$ cat src/sv/wtts_pkg.sv
// Shared types, widths and codes for the windowed tag table search block.
// No dependencies; imported by the controller, datapath, top level and checker.
`timescale 1ns / 1ps

package wtts_pkg;

   // Store depth (any value from 512 to 65536) and delete granule (power of two)
   localparam int DEPTH          = 4096;
   localparam int DELETE_GRANULE = 512;

   // Field widths
   localparam int OP_W   = 3;
   localparam int TEXT_W = 31;
   localparam int TAG_W  = 16;
   localparam int CNT_W  = 13;
   localparam int ST_W   = 3;

   // Derived widths
   localparam int SLOT_W = $clog2(DEPTH);
   localparam int SUM_W  = SLOT_W + 1;
   localparam int LEFT_W = $clog2(DEPTH + 1);
   localparam int WIDE_W = TEXT_W + 1;
   localparam int WRAP_W = $clog2(DEPTH + (1 << CNT_W));

   // Beat packing
   localparam int TAG_LSB    = TEXT_W;
   localparam int CNT_LSB    = TEXT_W + TAG_W;
   localparam int REQ_DATA_W = ((TEXT_W + TAG_W + CNT_W + 7) / 8) * 8;
   localparam int RSP_DATA_W = ((TEXT_W + TAG_W + 7) / 8) * 8;

   // Configuration register indexes
   localparam int CSR_IDX_W = 2;
   localparam logic [CSR_IDX_W-1:0] CSR_HIGH_TEXT   = 2'd0;
   localparam logic [CSR_IDX_W-1:0] CSR_INITIAL_LOW = 2'd1;

   typedef enum logic [OP_W-1:0] {
      OP_GET       = 3'd0,
      OP_SET       = 3'd1,
      OP_FIND_NEXT = 3'd2,
      OP_FIND_PREV = 3'd3,
      OP_DELETE    = 3'd4
   } op_type;

   typedef enum logic [ST_W-1:0] {
      ST_OK        = 3'd0,
      ST_WINDOW    = 3'd1,
      ST_CAPACITY  = 3'd2,
      ST_BAD_DEL   = 3'd3,
      ST_NOT_FOUND = 3'd4
   } status_type;

   // Source of the result payload
   typedef enum logic [1:0] {
      RES_NONE  = 2'd0,
      RES_TAG   = 2'd1,
      RES_FOUND = 2'd2
   } res_sel_type;

   // Controller to datapath
   typedef struct packed {
      logic        take_item;
      logic        clr_step;
      logic        decode;
      logic        setup;
      logic        scan;
      logic        access;
      logic        del_apply;
      logic        wrap_step;
      logic        base_load;
      logic        res_load;
      status_type  res_status;
      res_sel_type res_sel;
      logic        out_load;
   } wtts_cmd_type;

   // Datapath to controller
   typedef struct packed {
      logic   clr_last;
      op_type op;
      logic   below;
      logic   above;
      logic   cap_bad;
      logic   del_bad;
      logic   scan_idle;
      logic   hit;
      logic   wrap_ge;
      logic   out_free;
   } wtts_stat_type;

endpackage

$ cat src/sv/wtts_ctrl.sv
// Sequencing state machine of the windowed tag table search block.
// Depends on wtts_pkg; drives the datapath through wtts_cmd_type.
`timescale 1ns / 1ps

module wtts_ctrl (
   input  logic                   clock,
   input  logic                   reset,
   input  logic                   req_tvalid,
   output logic                   req_tready,
   input  wtts_pkg::wtts_stat_type stat,
   output wtts_pkg::wtts_cmd_type  cmd
);
   import wtts_pkg::*;

   typedef enum logic [3:0] {
      S_CLEAR,
      S_IDLE,
      S_DECODE,
      S_ACCESS,
      S_READ,
      S_SETUP,
      S_SCAN,
      S_DELETE,
      S_WRAP,
      S_DONE
   } state_type;

   state_type state_ff, state_in;

   // Take a beat only when no item is in flight
   assign req_tready = (state_ff == S_IDLE);

   // Next state and commands
   always_comb begin
      state_in       = state_ff;
      cmd            = '0;
      cmd.res_status = ST_OK;
      cmd.res_sel    = RES_NONE;
      case (state_ff)
         S_CLEAR: begin
            cmd.clr_step = 1'b1;
            if (stat.clr_last) begin
               state_in = S_IDLE;
            end
         end
         S_IDLE: begin
            if (req_tvalid) begin
               cmd.take_item = 1'b1;
               state_in      = S_DECODE;
            end
         end
         S_DECODE: begin
            cmd.decode = 1'b1;
            case (stat.op)
               OP_GET, OP_SET: begin
                  state_in = S_ACCESS;
               end
               OP_FIND_NEXT, OP_FIND_PREV: begin
                  state_in = S_SETUP;
               end
               OP_DELETE: begin
                  state_in = S_DELETE;
               end
               default: begin
                  // unused code: plain ok, no state change
                  cmd.res_load = 1'b1;
                  state_in     = S_DONE;
               end
            endcase
         end
         S_ACCESS: begin
            if (stat.below || stat.above) begin
               cmd.res_load   = 1'b1;
               cmd.res_status = ST_WINDOW;
               state_in       = S_DONE;
            end else if (stat.cap_bad) begin
               cmd.res_load   = 1'b1;
               cmd.res_status = ST_CAPACITY;
               state_in       = S_DONE;
            end else begin
               cmd.access = 1'b1;
               if (stat.op == OP_SET) begin
                  cmd.res_load = 1'b1;
                  state_in     = S_DONE;
               end else begin
                  state_in = S_READ;
               end
            end
         end
         S_READ: begin
            cmd.res_load = 1'b1;
            cmd.res_sel  = RES_TAG;
            state_in     = S_DONE;
         end
         S_SETUP: begin
            cmd.setup = 1'b1;
            state_in  = S_SCAN;
         end
         S_SCAN: begin
            cmd.scan = 1'b1;
            if (stat.hit) begin
               cmd.res_load = 1'b1;
               cmd.res_sel  = RES_FOUND;
               state_in     = S_DONE;
            end else if (stat.scan_idle) begin
               cmd.res_load   = 1'b1;
               cmd.res_status = ST_NOT_FOUND;
               state_in       = S_DONE;
            end
         end
         S_DELETE: begin
            if (stat.del_bad) begin
               cmd.res_load   = 1'b1;
               cmd.res_status = ST_BAD_DEL;
               state_in       = S_DONE;
            end else begin
               cmd.del_apply = 1'b1;
               state_in      = S_WRAP;
            end
         end
         S_WRAP: begin
            if (stat.wrap_ge) begin
               cmd.wrap_step = 1'b1;
            end else begin
               cmd.base_load = 1'b1;
               cmd.res_load  = 1'b1;
               state_in      = S_DONE;
            end
         end
         S_DONE: begin
            // hold until the output register is free
            if (stat.out_free) begin
               cmd.out_load = 1'b1;
               state_in     = S_IDLE;
            end
         end
         default: begin
            state_in = S_CLEAR;
         end
      endcase
   end

   always_ff @(posedge clock) begin
      if (reset) begin
         state_ff <= S_CLEAR;
      end else begin
         state_ff <= state_in;
      end
   end

endmodule

$ cat config.mk
export PLATFORM = sky130hd
export DESIGN_NAME = wtts_ctrl
export DESIGN_NICKNAME = d
export VERILOG_FILES = /design/src/sv/wtts_pkg.sv /design/src/sv/wtts_ctrl.sv
export SDC_FILE = /design/constraint.sdc
export NUM_CORES = 1
export LEC_CHECK = 0
export ABC_AREA = 1
export BUFFER_PORTS_ARGS = -buffer_cell sky130_fd_sc_hd__buf_2
export CORE_MARGIN = 2
export CORE_UTILIZATION = 30
export CTS_CLUSTER_SIZE = 10
export DETAILED_ROUTE_END_ITERATION = 8
export SYNTH_ARGS = -nofsm -noshare
export SYNTH_HDL_FRONTEND = slang
export SYNTH_SLANG_ARGS = --single-unit
$ cat constraint.sdc
create_clock -name clock -period 2.33 [get_ports clock]
set_input_delay 0.3495 -clock clock [delete_from_list [all_inputs] [get_ports clock]]
set_output_delay 0.3495 -clock clock [all_outputs]
set_load 0.005 [all_outputs]
Word-level counts from Yosys, hierarchy flattened

Index checks and enable logic that the tools add are counted.

Bits in registers: 4
Bits in latches: 0
RAM bits: 0
ROM bits: 0
Output and inout port bits: 17
Word-level logic and storage cells: 67
Memories kept: 0

$add $sub $neg: 0
$mul: 0
Divide/modulo/power cells: 0
$lt $le $gt $ge: 0
Eq/ne operators: 18
Shift operators: 0
Muxes and demuxes: 41
Bitwise gates (word level): 0
Reductions and logical operators: 7

Operators by type and width:

| operator             | number |
|---|---|
| $mux W4              | 12 |
| $pmux W4 S10         | 1 |
| $mux W1              | 19 |
| $eq A4 B3 Y1 const B | 4 |
| $pmux W4 S3          | 1 |
| $pmux W3 S3          | 1 |
| $eq A4 B2 Y1 const B | 2 |
| $eq A4 B4 Y1 const B | 2 |
| $mux W2              | 4 |
| $ne A2 B2 Y1 const B | 4 |
| $eq A3 B2 Y1 const B | 2 |
| $pmux W1 S6          | 1 |
| $reduce_and A5 Y1    | 1 |
| $reduce_or A5 Y1     | 1 |
| $eq A4 B1 Y1 const B | 1 |
| $logic_not A4 Y1     | 1 |
| $pmux W2 S2          | 1 |
| $reduce_or A2 Y1     | 2 |
| $eq A3 B1 Y1 const B | 1 |
| $eq A3 B3 Y1 const B | 1 |
| $logic_not A3 Y1     | 1 |
| $mux W3              | 1 |
| $ne A3 B3 Y1 const B | 1 |
| $logic_or A1 B1 Y1   | 1 |

Longest topological paths before layout

Gate-level depths: netlist (run 1).

Depth after elaboration: 5
Depth in mapped cells: 9

Least setup slack after synthesis (run 1)

Ideal clock, no wire load.

Path type: register to output
From: register state_ff[1]
To: output cmd[6] (netlist name)
Arrival time: 984 ps
Required time: 1980 ps
Path slack: 996 ps
Cell stages (with the launch flop): 7
Cells stage by stage: dfxtp_1 -> buf_4 -> nor2_1 -> nand2_1 -> nor2_1 -> nor3_1 -> nand2_1

RTL lines:

| element                | line             | RTL |
|---|---|---|
| start, declared        | wtts_ctrl.sv:28  | `state_type state_ff, state_in;` |
| start signal, assigned | wtts_ctrl.sv:147 | `state_ff <= state_in;` |
| end, declared          | wtts_ctrl.sv:11  | `output wtts_pkg::wtts_cmd_type cmd` |

==> results of run 1 <==
-- metrics by stage --
stage	setup WS, ns	instance area (um^2)	power [mW]
finish	0.479	759	0.630
global route	0.354	759	0.701
CTS	0.489	759	0.638
detailed placement	0.725	737	0.553
global placement	0.742	737	0.555
floorplan	0.996	558	0.435
-- how the worst max path moves through the flow --
stage,from,end,slack (ns),depth (start not counted)
CTS,state_ff[1]$_SDFFE_PP0P_,cmd[4],0.49,5
global placement,stat[7],cmd[6],0.74,10
detailed placement,stat[7],cmd[6],0.72,10
floorplan,state_ff[1]$_SDFFE_PP0P_,cmd[6],1.0,6
finish,state_ff[1]$_SDFFE_PP0P_,cmd[4],0.48,5
global route,state_ff[1]$_SDFFE_PP0P_,cmd[4],0.35,5
-- worst max-delay path, stage by stage (launching register included) --
cell                      delay (ns)
sky130_fd_sc_hd__dfxtp_1        0.51
sky130_fd_sc_hd__nand2_1        0.20
sky130_fd_sc_hd__nor3_2         0.20
sky130_fd_sc_hd__nand2_1        0.14
sky130_fd_sc_hd__o21ai_0        0.10
sky130_fd_sc_hd__buf_2          0.13
-- synthesized netlist by cell type --
| cell type | count |
|---|---|
| sky130_fd_sc_hd__nor3_1 | 3 |
| sky130_fd_sc_hd__dfxtp_1 | 4 |
| sky130_fd_sc_hd__nand2_1 | 28 |
| sky130_fd_sc_hd__inv_2 | 5 |
| sky130_fd_sc_hd__o21ai_0 | 2 |
| sky130_fd_sc_hd__inv_1 | 16 |
| sky130_fd_sc_hd__nand4_1 | 2 |
| sky130_fd_sc_hd__nor2_4 | 3 |
| sky130_fd_sc_hd__nor2_2 | 3 |
| sky130_fd_sc_hd__nand2_2 | 1 |
| sky130_fd_sc_hd__nand3_2 | 1 |
| sky130_fd_sc_hd__buf_4 | 1 |
| sky130_fd_sc_hd__nor2_1 | 21 |
| sky130_fd_sc_hd__a21oi_2 | 2 |
| sky130_fd_sc_hd__nand3_1 | 10 |
| sky130_fd_sc_hd__a22oi_1 | 1 |
| sky130_fd_sc_hd__a21oi_1 | 2 |
| sky130_fd_sc_hd__nor3_2 | 1 |
| sky130_fd_sc_hd__nor4_1 | 1 |
-- final cells by class --
class / count / area, um^2
clock buffer: 3 / 22.5
inverter: 21 / 78.8
timing repair buffer: 31 / 155
tap: 25 / 31.3
multi-input combinational: 81 / 392
fill: 195 / 986
sequential: 4 / 80.1
-- report_power, final --
part | internal [mW] | switching (mW) | total [mW]
Sequential | 0.0919 | 0.0435 | 0.135
Clock | 0.0572 | 0.0230 | 0.0803
Combinational | 0.157 | 0.258 | 0.414
Total | 0.306 | 0.324 | 0.630
-- layout by cell type, fill, tap and decap left out, types with 2 or more instances in the layout --
cell type                  instances
sky130_fd_sc_hd__nor2_1           21
sky130_fd_sc_hd__inv_1            16
sky130_fd_sc_hd__nor3_1            3
sky130_fd_sc_hd__dfxtp_1           4
sky130_fd_sc_hd__nand2_1          28
sky130_fd_sc_hd__nand3_1          10
sky130_fd_sc_hd__clkbuf_4          3
sky130_fd_sc_hd__a21oi_1           2
sky130_fd_sc_hd__nand4_1           2
sky130_fd_sc_hd__buf_2            31
sky130_fd_sc_hd__o21ai_0           2
sky130_fd_sc_hd__nor2_4            3
sky130_fd_sc_hd__nor2_2            3
sky130_fd_sc_hd__inv_2             5
sky130_fd_sc_hd__a21oi_2           2
-- kinds of logic (layout without fill, tap and decap cells) --
| kind of cell | Yosys count | after routing | synth area share |
|---|---|---|---|
| compound gates | 7 | 7 | 0.0807 |
| buf+inv | 22 | 55 | 0.155 |
| flops | 4 | 4 | 0.144 |
| simple gates | 74 | 74 | 0.621 |
-- layer usage --
layer | global-route usage | part of all wire
met1 | 0.183 | 0.47
met2 | 0.230 | 0.47
met3 | 0.0115 | 0.060
met4 | 0.0333 | 0
met5 | 0 | 0
==> summary.md, run 1 <==
| Metric | Value |
|---|---|
| I/O Buffers | `31` |
| Number of endpoints failing setup at the final stage | `0` |
| Dpl hpwl | `1330 um` |
| Clock H-tree levels | `1` |
| Top cells by area in the synthesized netlist | `sky130_fd_sc_hd__nand2_1, sky130_fd_sc_hd__dfxtp_1, sky130_fd_sc_hd__nor2_1, sky130_fd_sc_hd__inv_1, sky130_fd_sc_hd__nand3_1` |
| Registers with the most flip-flops | `state_ff: 4 flops` |
| Pwr per Cell Area | `829 nW/um^2` |
| Worst Path Class, Setup | `reg2out` |
| Flip-flop count of the largest register, all copies and words added | `4` |
| WHS Endpoint | `state_ff[0]$_SDFFE_PP0P_` |
| Tightest Hold Check Type | `in2reg` |
| Worst Hold Margin | `0.333 ns` |
| Pre-antenna DRT Iters | `4` |
| Count of mapped cells out of synthesis | `107` |
| Highest clock rate | `540 MHz` |
| Count of cells resized by post-cts repair | `0` |
| Number of global-route vias before repair | `568` |
| Ports | `32` |
| TritonCTS Buffers | `3` |
| Die Area | `2220 um^2` |
| Slew Limit Fails | `0` |
| Share of the clock period used by the worst path | `0.794` |
| RePlAce Congestion | `0.813` |
| Run status | `complete, no violations` |
| Startpoint of the lowest-slack register-to-register path | `state_ff[1]$_SDFFE_PP0P_` |
| Clock tree from TritonCTS | `built` |
| Arrival time at the worst endpoint | `1.50 ns` |
| Number of library cell types mapped by synthesis | `19` |
| Standby leakage power | `0.474 nW` |
| Number of synthesized register bits | `4` |
| End-of-flow core utilization | `0.435` |
| Detailed Route WL | `1500 um` |
| Share of final-layout standard cells stronger than drive strength 1 | `0.357` |
| Hold Path Stages | `2` |
| Number of design rule violations left after detail routing | `0` |
| Clock slew at reported path FFs | `0.04 ns` |
| Max clock buf depth | `2` |
| Pin count of the biggest net entering global routing | `9` |
| Clock Sink Count | `4` |
| Setup repair after global routing missed its margin | `false` |
| 1st-iter DRT viols | `7` |
| Register bank with the most flops | `state_ff` |
| Worst-case clock skew | `0.00429 ns` |
| Capture point of the worst reg-to-reg path | `state_ff[0]$_SDFFE_PP0P_` |
| Post-synth net total | `122` |
| Chip Width | `47.1 um` |
| Max-Slew Margin vs Limit | `0.778` |
| Placeable Area | `1750 um^2` |
| Starting density of the core | `0.320` |
| Final hold violations | `0` |
| Max VDD drop | `0.425 mV` |
| Antenna violations before repair | `0` |
| Required @ worst endpoint | `1.98 ns` |
| Register-to-register setup slack | `0.91 ns` |
| Via count | `723` |
| GRT Util Overall | `0.135` |
| DRT antenna net count | `0` |
| Placed insts | `162` |
| Tmin final | `1.85 ns` |
| Mean cell area of the mapped netlist | `5.22 um^2` |
| Floorplan row count | `15` |
| Area of the mapped netlist | `558 um^2` |
| Endpoint type of the worst setup path | `primary output` |
| Sum of overflow across all layers after global routing | `0` |
| Wire length per cell after detailed routing | `9.08 um` |
| Number of standard cells in the layout, taps in and fillers out | `165` |
| Dominant cell type by area after synthesis | `sky130_fd_sc_hd__nand2_1` |
| Total negative slack for setup checks | `0 ns` |
| Maximum fanout along the worst path | `8` |
| Detailed-route vias per instance | `4.38` |
| Worst R2R Path Depth | `6` |
| Total setup buffers inserted after CTS | `0` |
| Post-cts hold buffer count | `0` |
| Clock Latency Late Sink | `0.23 ns` |
| Root Buffer Master | `sky130_fd_sc_hd__clkbuf_4` |
| Area grow syn2layout | `36.1%` |
| Hold Startpoint | `reset` |
| Net count reported at finish | `157` |
| Number of maximum-capacitance constraint violations | `0` |
| CP startpoint kind | `flip-flop` |
| Vert. Die Dim | `47.1 um` |
| Antenna cell count | `0` |
| Pin slew with the least headroom to its limit | `0.333 ns` |
| Area share of the largest cell type after synthesis | `0.188` |
| Yosys warning total | `0` |
| Global-route wire length before repair | `2190 um` |
| Share of synthesized area occupied by flip-flops and latches | `0.143` |
(Power assumes the default switching activity.)
==> run 2, diff against run 1 <==
--- a/config.mk
+++ b/config.mk
@@ -5,7 +5,7 @@
 export SDC_FILE = /design/constraint.sdc
 export NUM_CORES = 1
 export LEC_CHECK = 0
-export ABC_AREA = 1
+export ABC_AREA = 0
 export BUFFER_PORTS_ARGS = -buffer_cell sky130_fd_sc_hd__buf_2
 export CORE_MARGIN = 2
 export CORE_UTILIZATION = 30
==> constraint.sdc (replaced) <==
create_clock -name clock -period 1.78 [get_ports clock]
set_input_delay 0.267 -clock clock [delete_from_list [all_inputs] [get_ports clock]]
set_output_delay 0.267 -clock clock [all_outputs]
set_load 0.005 [all_outputs]
==> run 2 against run 1 <==
  * Power fell by 15%
  * Setup slack worse by 0.38 ns
  * Critical path depth grew 1
  * Sequential share of layout area grew 0.13 points
  * Worst hold slack worse by 0.084 ns
  * Critical endpoint is now cmd[5]
==> summary.md, run 2 <==
| Metric | Value |
|---|---|
| Worst Hold Margin | `0.249 ns (-0.0844 ns)` |
| RePlAce Congestion | `0.815 (+0.21%)` |
| WHS Endpoint | `state_ff[1]$_SDFFE_PP0P_` |
| Sum of overflow across all layers after global routing | `0 (unchanged)` |
| Pint | `0.331 mW (+8.2%)` |
| GRT Util Overall | `0.151 (+0.0163)` |
| Worst-case clock skew | `0.00153 ns (-0.00277 ns)` |
| Highest clock rate | `595 MHz` |
| Area of the mapped netlist | `504 um^2 (-9.6%)` |
| Fraction of the mapped netlist area in adder cells | `0 (unchanged)` |
| Clock tree from TritonCTS | `built` |
| Tmin final | `1.68 ns` |
| Pwr per Cell Area | `705 nW/um^2 (-15%)` |
| Total setup buffers inserted after CTS | `0 (unchanged)` |
| Maximum fanout along the worst path | `7 (-1)` |
| Share of the clock period used by the worst path | `0.944` |
| Dominant cell type by area after synthesis | `sky130_fd_sc_hd__dfxtp_1` |
| Slew Limit Fails | `0 (unchanged)` |
| Top cells by area in the synthesized netlist | `sky130_fd_sc_hd__dfxtp_1, sky130_fd_sc_hd__nor2_1, sky130_fd_sc_hd__nor3b_1, sky130_fd_sc_hd__nor4b_1, sky130_fd_sc_hd__nand2b_1` |
| Register-to-register setup slack | `0.1 ns (-0.81 ns)` |
| Post-synth net total | `85 (-30%)` |
| CP startpoint kind | `flip-flop` |
| Wire length per cell after detailed routing | `12.8 um (+41%)` |
| Dpl hpwl | `1190 um (-10%)` |
| Clock Latency Late Sink | `0.23 ns (about the same)` |
| Vert. Die Dim | `45.0 um (-4.5%)` |
| Endpoint type of the worst setup path | `primary output` |
| Hold Startpoint | `reset` |
| Run status | `complete, no violations` |
| Multiplexer share of the synthesized area | `0.0447 (+0.0447)` |
| Capture point of the worst reg-to-reg path | `state_ff[0]$_SDFFE_PP0P_` |
| Detailed Route WL | `1570 um (+4.9%)` |
| DRT antenna net count | `0 (unchanged)` |
| Ports | `32 (unchanged)` |
| Area share of and/or/nand/nor cells after synthesis | `0.529 (-0.0925)` |
| Starting density of the core | `0.327 (+0.00740)` |
| Max clock buf depth | `2 (unchanged)` |
| Number of global-route vias before repair | `605 (+6.5%)` |
| I/O Buffers | `31 (unchanged)` |
| Standby leakage power | `0.371 nW (-22%)` |
| Number of design rule violations left after detail routing | `0 (unchanged)` |
| Setup repair after global routing missed its margin | `false` |
| Async SR Flop Fraction | `0 (unchanged)` |
| Combinational group share of total power | `0.535 (-0.123)` |
| Required @ worst endpoint | `1.51 ns (-0.47 ns)` |
| Number of synthesized register bits | `4 (unchanged)` |
| Pin slew with the least headroom to its limit | `0.489 ns (+0.156 ns)` |
| Detailed-route vias per instance | `5.60 (+28%)` |
| Clock share of power | `0.210 (+0.083)` |
| Register bank with the most flops | `state_ff` |
| Total negative slack for setup checks | `0 ns (unchanged)` |
| Area share of the largest cell type after synthesis | `0.159 (-0.0295)` |
| Number of endpoints failing setup at the final stage | `0 (unchanged)` |
| Registers with the most flip-flops | `state_ff: 4 flops` |
| Clock slew at reported path FFs | `0.04 ns (about the same)` |
| Clock H-tree levels | `1 (unchanged)` |
| Floorplan row count | `14 (-1)` |
| Final hold violations | `0 (unchanged)` |
| Clock Sink Count | `4 (unchanged)` |
| Max-Slew Margin vs Limit | `0.669 (-0.108)` |
| Count of cells resized by post-cts repair | `0 (unchanged)` |
| Startpoint of the lowest-slack register-to-register path | `state_ff[1]$_SDFFE_PP0P_` |
| Placeable Area | `1540 um^2 (-12%)` |
| Post-cts hold buffer count | `0 (unchanged)` |
| Max VDD drop | `0.364 mV (-14%)` |
| Root Buffer Master | `sky130_fd_sc_hd__clkbuf_4` |
| Worst R2R Path Depth | `4 (-2)` |
| Most frequent cell after synthesis | `sky130_fd_sc_hd__nor2_1` |
| Die Area | `2020 um^2 (-8.9%)` |
| Yosys warning total | `0 (unchanged)` |
| Total net switching power | `0.206 mW (-36%)` |
| Flip-flop count of the largest register, all copies and words added | `4 (unchanged)` |
| Fraction of power spent switching nets | `0.384 (-0.131)` |
| Part of the total power dissipated in sequential elements | `0.256 (+0.041)` |
| Antenna violations before repair | `0 (unchanged)` |
| Share of synthesized area occupied by flip-flops and latches | `0.159 (+0.0153)` |
| Count of mapped cells out of synthesis | `70 (-35%)` |
| Most common library cell in the layout ignoring fill and taps | `sky130_fd_sc_hd__buf_2` |
| Worst Path Class, Setup | `reg2out` |
| Share of final-layout standard cells stronger than drive strength 1 | `0.477 (+0.119)` |
| Area grow syn2layout | `51.1%` |
| Pre-antenna DRT Iters | `4 (unchanged)` |
| Chip Width | `45.0 um (-4.5%)` |
| Most frequent cells in the layout | `sky130_fd_sc_hd__buf_2, sky130_fd_sc_hd__nor2_1, sky130_fd_sc_hd__buf_4` |
| Commonest cells in the netlist | `sky130_fd_sc_hd__nor2_1, sky130_fd_sc_hd__nor3b_1, sky130_fd_sc_hd__dfxtp_1, sky130_fd_sc_hd__nand2b_1` |
| Global-route wire length before repair | `2360 um (+7.9%)` |
| Post-synthesis share of cell area spent on xor and xnor gates | `0 (unchanged)` |
| Hold Path Stages | `2 (unchanged)` |
| 1st-iter DRT viols | `23 (+16)` |
| Number of standard cells in the layout, taps in and fillers out | `123 (-25%)` |
| Number of library cell types mapped by synthesis | `32 (+13)` |
| End-of-flow core utilization | `0.494 (+0.0592)` |
| Tightest Hold Check Type | `in2reg` |
| Antenna cell count | `0 (unchanged)` |
| Pin count of the biggest net entering global routing | `16 (+7)` |
| Post-synth top flop | `sky130_fd_sc_hd__dfxtp_1` |
| Number of synthesized flops with an enable pin | `0 (unchanged)` |
| TritonCTS Buffers | `3 (unchanged)` |
| Total power consumption of the routed design | `0.537 mW (-15%)` |
| Dominant combinational cell family by area after synthesis | `simple AND/OR/NAND/NOR gates` |
| Mean cell area of the mapped netlist | `7.20 um^2 (+38%)` |
| Via count | `689 (-4.7%)` |
| Placed insts | `120 (-26%)` |
| Number of maximum-capacitance constraint violations | `0 (unchanged)` |
| Net count reported at finish | `124 (-21%)` |
| Post-synthesis compound-gate area fraction | `0.231 (+0.150)` |
| Arrival time at the worst endpoint | `1.41 ns (-0.09 ns)` |
run 2: cells by family (layout without fill, tap and decap cells):
family / count (synthesis) / count (layout)
muxes: 2 / 2
and+or+nand+nor: 44 / 44
AOI/OAI and AO/OA: 15 / 15
buffers and inverters: 5 / 42
DFF: 4 / 4
run 2: layout make-up:
type	instances	area, um^2
Clock buffer	3	22.5
Inverter	1	3.75
Timing Repair Buffer	38	211
Multi-Input combinational cell	61	423
Tap cell	16	20.0
Fill cell	149	779
Sequential cell	4	81.3
run 2: critical path: stages, from the launching register on:
cell and delay [ns]:
sky130_fd_sc_hd__dfxtp_1 0.30, sky130_fd_sc_hd__buf_4 0.15, sky130_fd_sc_hd__nand2b_1 0.19, sky130_fd_sc_hd__nor2_1 0.14, sky130_fd_sc_hd__and2_1 0.15, sky130_fd_sc_hd__and3b_1 0.15, sky130_fd_sc_hd__buf_2 0.10
run 2: power by group through the flow:
stage,combinational [mW],clock [mW],sequential [mW]
floorplan,0.180,0,0.113
global placement,0.273,0,0.133
detailed placement,0.275,0,0.134
CTS,0.275,0.114,0.132
global route,0.318,0.120,0.140
finish,0.287,0.113,0.137
run 2: worst max path at each step:
stage	start	slack (ns)	endpoint	cells after the start
CTS	state_ff[1]$_SDFFE_PP0P_	0.02	cmd[6]	6
detailed placement	stat[6]	0.07	cmd[6]	6
floorplan	state_ff[3]$_SDFFE_PP0P_	0.16	state_ff[3]$_SDFFE_PP0P_	4
finish	state_ff[3]$_SDFFE_PP0P_	0.1	cmd[5]	6
global route	state_ff[1]$_SDFFE_PP0P_	0.005	cmd[6]	6
global placement	stat[6]	0.11	cmd[6]	6
run 2: per-layer routing:
layer	track usage	up-vias	wire length, um
met4	0.0471	0	0
met1	0.197	319	727
met3	0.0240	0	84
met5	0	-	0
li1	-	340	-
met2	0.254	30	759
run 2: stage by stage:
stage,worst slack [ns],area [um^2]
floorplan,0.161,504
global placement,0.112,717
detailed placement,0.0739,717
CTS,0.0158,739
global route,0.00478,762
finish,0.0990,762
==> run 3, diff against run 2 <==
--- a/config.mk
+++ b/config.mk
@@ -5,9 +5,8 @@
 export SDC_FILE = /design/constraint.sdc
 export NUM_CORES = 1
 export LEC_CHECK = 0
-export ABC_AREA = 0
+export ABC_AREA = 1
 export BUFFER_PORTS_ARGS = -buffer_cell sky130_fd_sc_hd__buf_2
-export CORE_MARGIN = 2
 export CORE_UTILIZATION = 30
 export CTS_CLUSTER_SIZE = 10
 export DETAILED_ROUTE_END_ITERATION = 8
==> run 3 against run 2 <==
  * Flip-flop and latch count did not move
  * Power rose by 56%
  * Wire length down 4.0%
  * Sequential power up 35%
  * Final cell count is 34% higher
  * Setup slack gained 0.069 ns
  * Critical path depth rose by 1
  * First-iteration DRC count is 70% lower
  * Critical path type unchanged
  * Largest cell class unchanged
  * Largest power group unchanged
==> summary.md, run 3 (synthesis gave the netlist of run 1 again) <==
| Metric | Value |
|---|---|
| Run status | `complete, no violations` |
| Placeable Area | `1730 um^2 (+12%)` |
| Clock Sink Count | `4 (unchanged)` |
| GRT Util Overall | `0.160 (+0.00888)` |
| Maximum fanout along the worst path | `8 (+1)` |
| Ports | `32 (unchanged)` |
| 1st-iter DRT viols | `7 (-70%)` |
| Wire length per cell after detailed routing | `9.14 um (-28%)` |
| Total power consumption of the routed design | `0.837 mW (+56%)` |
| Worst-case clock skew | `0.00434 ns (+0.00281 ns)` |
| Number of maximum-capacitance constraint violations | `0 (unchanged)` |
| Standby leakage power | `0.478 nW (+29%)` |
| Setup slack after placement | `0.265 ns (+0.191 ns)` |
| Hold Path Stages | `2 (unchanged)` |
| Clock tree from TritonCTS | `built` |
| Total negative slack for setup checks | `0 ns (unchanged)` |
| Flip-flop count of the largest register, all copies and words added | `4 (unchanged)` |
| Highest metal used | `met3` |
| Gate family responsible for the most delay along the worst path | `simple AND/OR/NAND/NOR gates` |
| Number of global-route vias before repair | `621 (+2.6%)` |
| RePlAce Congestion | `0.794 (-2.5%)` |
| Required @ worst endpoint | `1.51 ns (about the same)` |
| Dpl hpwl | `1340 um (+12%)` |
| Max-Slew Margin vs Limit | `0.846 (+0.177)` |
| Most frequent cells in the layout | `sky130_fd_sc_hd__buf_2, sky130_fd_sc_hd__nand2_1, sky130_fd_sc_hd__nor2_1` |
| Via count | `740 (+7.4%)` |
| Count of cells resized by post-cts repair | `0 (unchanged)` |
| Number of design rule violations left after detail routing | `0 (unchanged)` |
| CP Cell Sequence | `nand2_1 > nor2_4 > nand2_1 > nand2_1 > nor3_1 > nand2_1 > buf_2` |
| Setup repair after global routing missed its margin | `false` |
| Floorplan row count | `15 (+1)` |
| Endpoint type of the worst setup path | `primary output` |
| Share of final-layout standard cells stronger than drive strength 1 | `0.379 (-0.0981)` |
| Detailed route wirelength on metal3 | `62 um (-26%)` |
| Post-cts hold buffer count | `0 (unchanged)` |
| Chip Width | `45.1 um (+0.30%)` |
| Die Area | `2040 um^2 (+0.60%)` |
| Highest clock rate | `620 MHz (+4.3%)` |
| Arrival time at the worst endpoint | `1.35 ns (-0.06 ns)` |
| Buf+Inv Stages, Crit Path | `1 (-1)` |
| Worst R2R Path Depth | `8 (+4)` |
| Total setup buffers inserted after CTS | `0 (unchanged)` |
| Area grow syn2layout | `37.7%` |
| Worst Path Class, Setup | `reg2out` |
| Clock slew at reported path FFs | `0.04 ns (about the same)` |
| Detailed-route vias per instance | `4.48 (-20%)` |
| Setup WS post-layout | `0.168 ns (+0.0688 ns)` |
| Starting density of the core | `0.323 (-0.00392)` |
| Pwr per Cell Area | `1090 nW/um^2 (+55%)` |
| Final hold violations | `0 (unchanged)` |
| Pre-antenna DRT Iters | `4 (unchanged)` |
| TritonCTS Buffers | `3 (unchanged)` |
| Antenna violations before repair | `0 (unchanged)` |
| Met2 Routed Length | `716 um (-5.7%)` |
| Routed metal-1 wire length | `729 um (+0.28%)` |
| Tightest Hold Check Type | `in2reg` |
| Net count reported at finish | `157 (+27%)` |
| Registers with the most flip-flops | `state_ff: 4 flops` |
| Antenna cell count | `0 (unchanged)` |
| Global-route wire length before repair | `2390 um (+1.5%)` |
| Pin slew with the least headroom to its limit | `0.229 ns (-0.260 ns)` |
| Max stage delay cell, worst path | `sky130_fd_sc_hd__dfxtp_2` |
| DRT antenna net count | `0 (unchanged)` |
| Tmin final | `1.61 ns (-0.0688 ns)` |
| Maximum cell stage delay along the critical path | `0.42 ns (+0.12 ns)` |
| Pin count of the biggest net entering global routing | `9 (-7)` |
| Worst path most repeated cell | `sky130_fd_sc_hd__nand2_1` |
| Root Buffer Master | `sky130_fd_sc_hd__clkbuf_4` |
| WHS Endpoint | `state_ff[3]$_SDFFE_PP0P_` |
| Detailed Route WL | `1510 um (-4.0%)` |
| Hold Startpoint | `reset` |
| Slew Limit Fails | `0 (unchanged)` |
| Number of endpoints failing setup at the final stage | `0 (unchanged)` |
| Clock H-tree levels | `1 (unchanged)` |
| Max clock buf depth | `2 (unchanged)` |
| Capture point of the worst reg-to-reg path | `state_ff[0]$_SDFFE_PP0P_` |
| Most common library cell in the layout ignoring fill and taps | `sky130_fd_sc_hd__buf_2` |
| Vert. Die Dim | `45.1 um (+0.30%)` |
| I/O Buffers | `31 (unchanged)` |
| Share of the clock period used by the worst path | `0.906 (-0.0386)` |
| Register-to-register setup slack | `0.54 ns (+0.44 ns)` |
| CP startpoint kind | `flip-flop` |
| Sum of overflow across all layers after global routing | `0 (unchanged)` |
| Register bank with the most flops | `state_ff` |
| Clock Latency Late Sink | `0.23 ns (about the same)` |
| Startpoint of the lowest-slack register-to-register path | `state_ff[0]$_SDFFE_PP0P_` |
| Max VDD drop | `0.558 mV (+53%)` |
## run 3: cell types whose count changed in the layout (fill, tap and decap cells not counted), sizes merged, moves of 3 or more
cell and change:
inv +20, nor4b -3, nand2b -4, nand2 +26, nor2 +16, and2 -3
nor3b -5, buf -7, nand3 +10
## run 3: final cells by class
| type | instances | area [um^2] |
|---|---|---|
| clock buffer | 3 | 22.5 |
| timing repair buffer | 31 | 155 |
| fill | 203 | 958 |
| tap | 25 | 31.3 |
| multi-input combinational | 81 | 397 |
| inverter | 21 | 78.8 |
| sequential | 4 | 83.8 |
## run 3: worst max path at each step
stage | from | endpoint | slack (ns) | cells past startpoint
finish | state_ff[1]$_SDFFE_PP0P_ | cmd[6] | 0.17 | 7
global route | state_ff[3]$_SDFFE_PP0P_ | cmd[6] | 0.02 | 8
CTS | state_ff[1]$_SDFFE_PP0P_ | cmd[6] | 0.009 | 7
detailed placement | state_ff[1]$_SDFFE_PP0P_ | cmd[6] | 0.27 | 7
global placement | state_ff[1]$_SDFFE_PP0P_ | cmd[6] | 0.33 | 7
floorplan | state_ff[1]$_SDFFE_PP0P_ | cmd[6] | 0.53 | 6
## run 3: power breakdown
| part | total [mW] | internal [mW] | switching [mW] |
|---|---|---|---|
| Sequential | 0.185 | 0.125 | 0.0599 |
| Clock | 0.111 | 0.0753 | 0.0353 |
| Combinational | 0.541 | 0.208 | 0.333 |
| Total | 0.837 | 0.408 | 0.429 |
## run 3: worst register-to-register path, stage by stage, from the launching register on
cell and delay [ns]:
sky130_fd_sc_hd__dfxtp_1 0.39, sky130_fd_sc_hd__inv_1 0.12, sky130_fd_sc_hd__nor2_4 0.17, sky130_fd_sc_hd__nand2_1 0.12, sky130_fd_sc_hd__nor2_1 0.11, sky130_fd_sc_hd__nor2_1 0.05
sky130_fd_sc_hd__nand2_1 0.05, sky130_fd_sc_hd__nand2_1 0.06, sky130_fd_sc_hd__a21oi_2 0.13
## run 3: metrics by stage
step | cells | instance area [um^2] | util | hold slack, ns
2_1_floorplan | 107 | 558 | - | 0.329
3_3_place_gp | 162 | 737 | 0.427 | 0.468
3_5_place_dp | 162 | 737 | 0.427 | 0.472
4_1_cts | 165 | 759 | 0.440 | 0.221
5_1_grt | 165 | 768 | 0.445 | 0.225
6_report | 165 | 768 | 0.445 | 0.228
## run 3: routing by layer
metal  up-vias  GRT usage
met5         -          0
met4         0     0.0848
met3         0     0.0320
met2        17      0.258
met1       322      0.200
li1        401          -
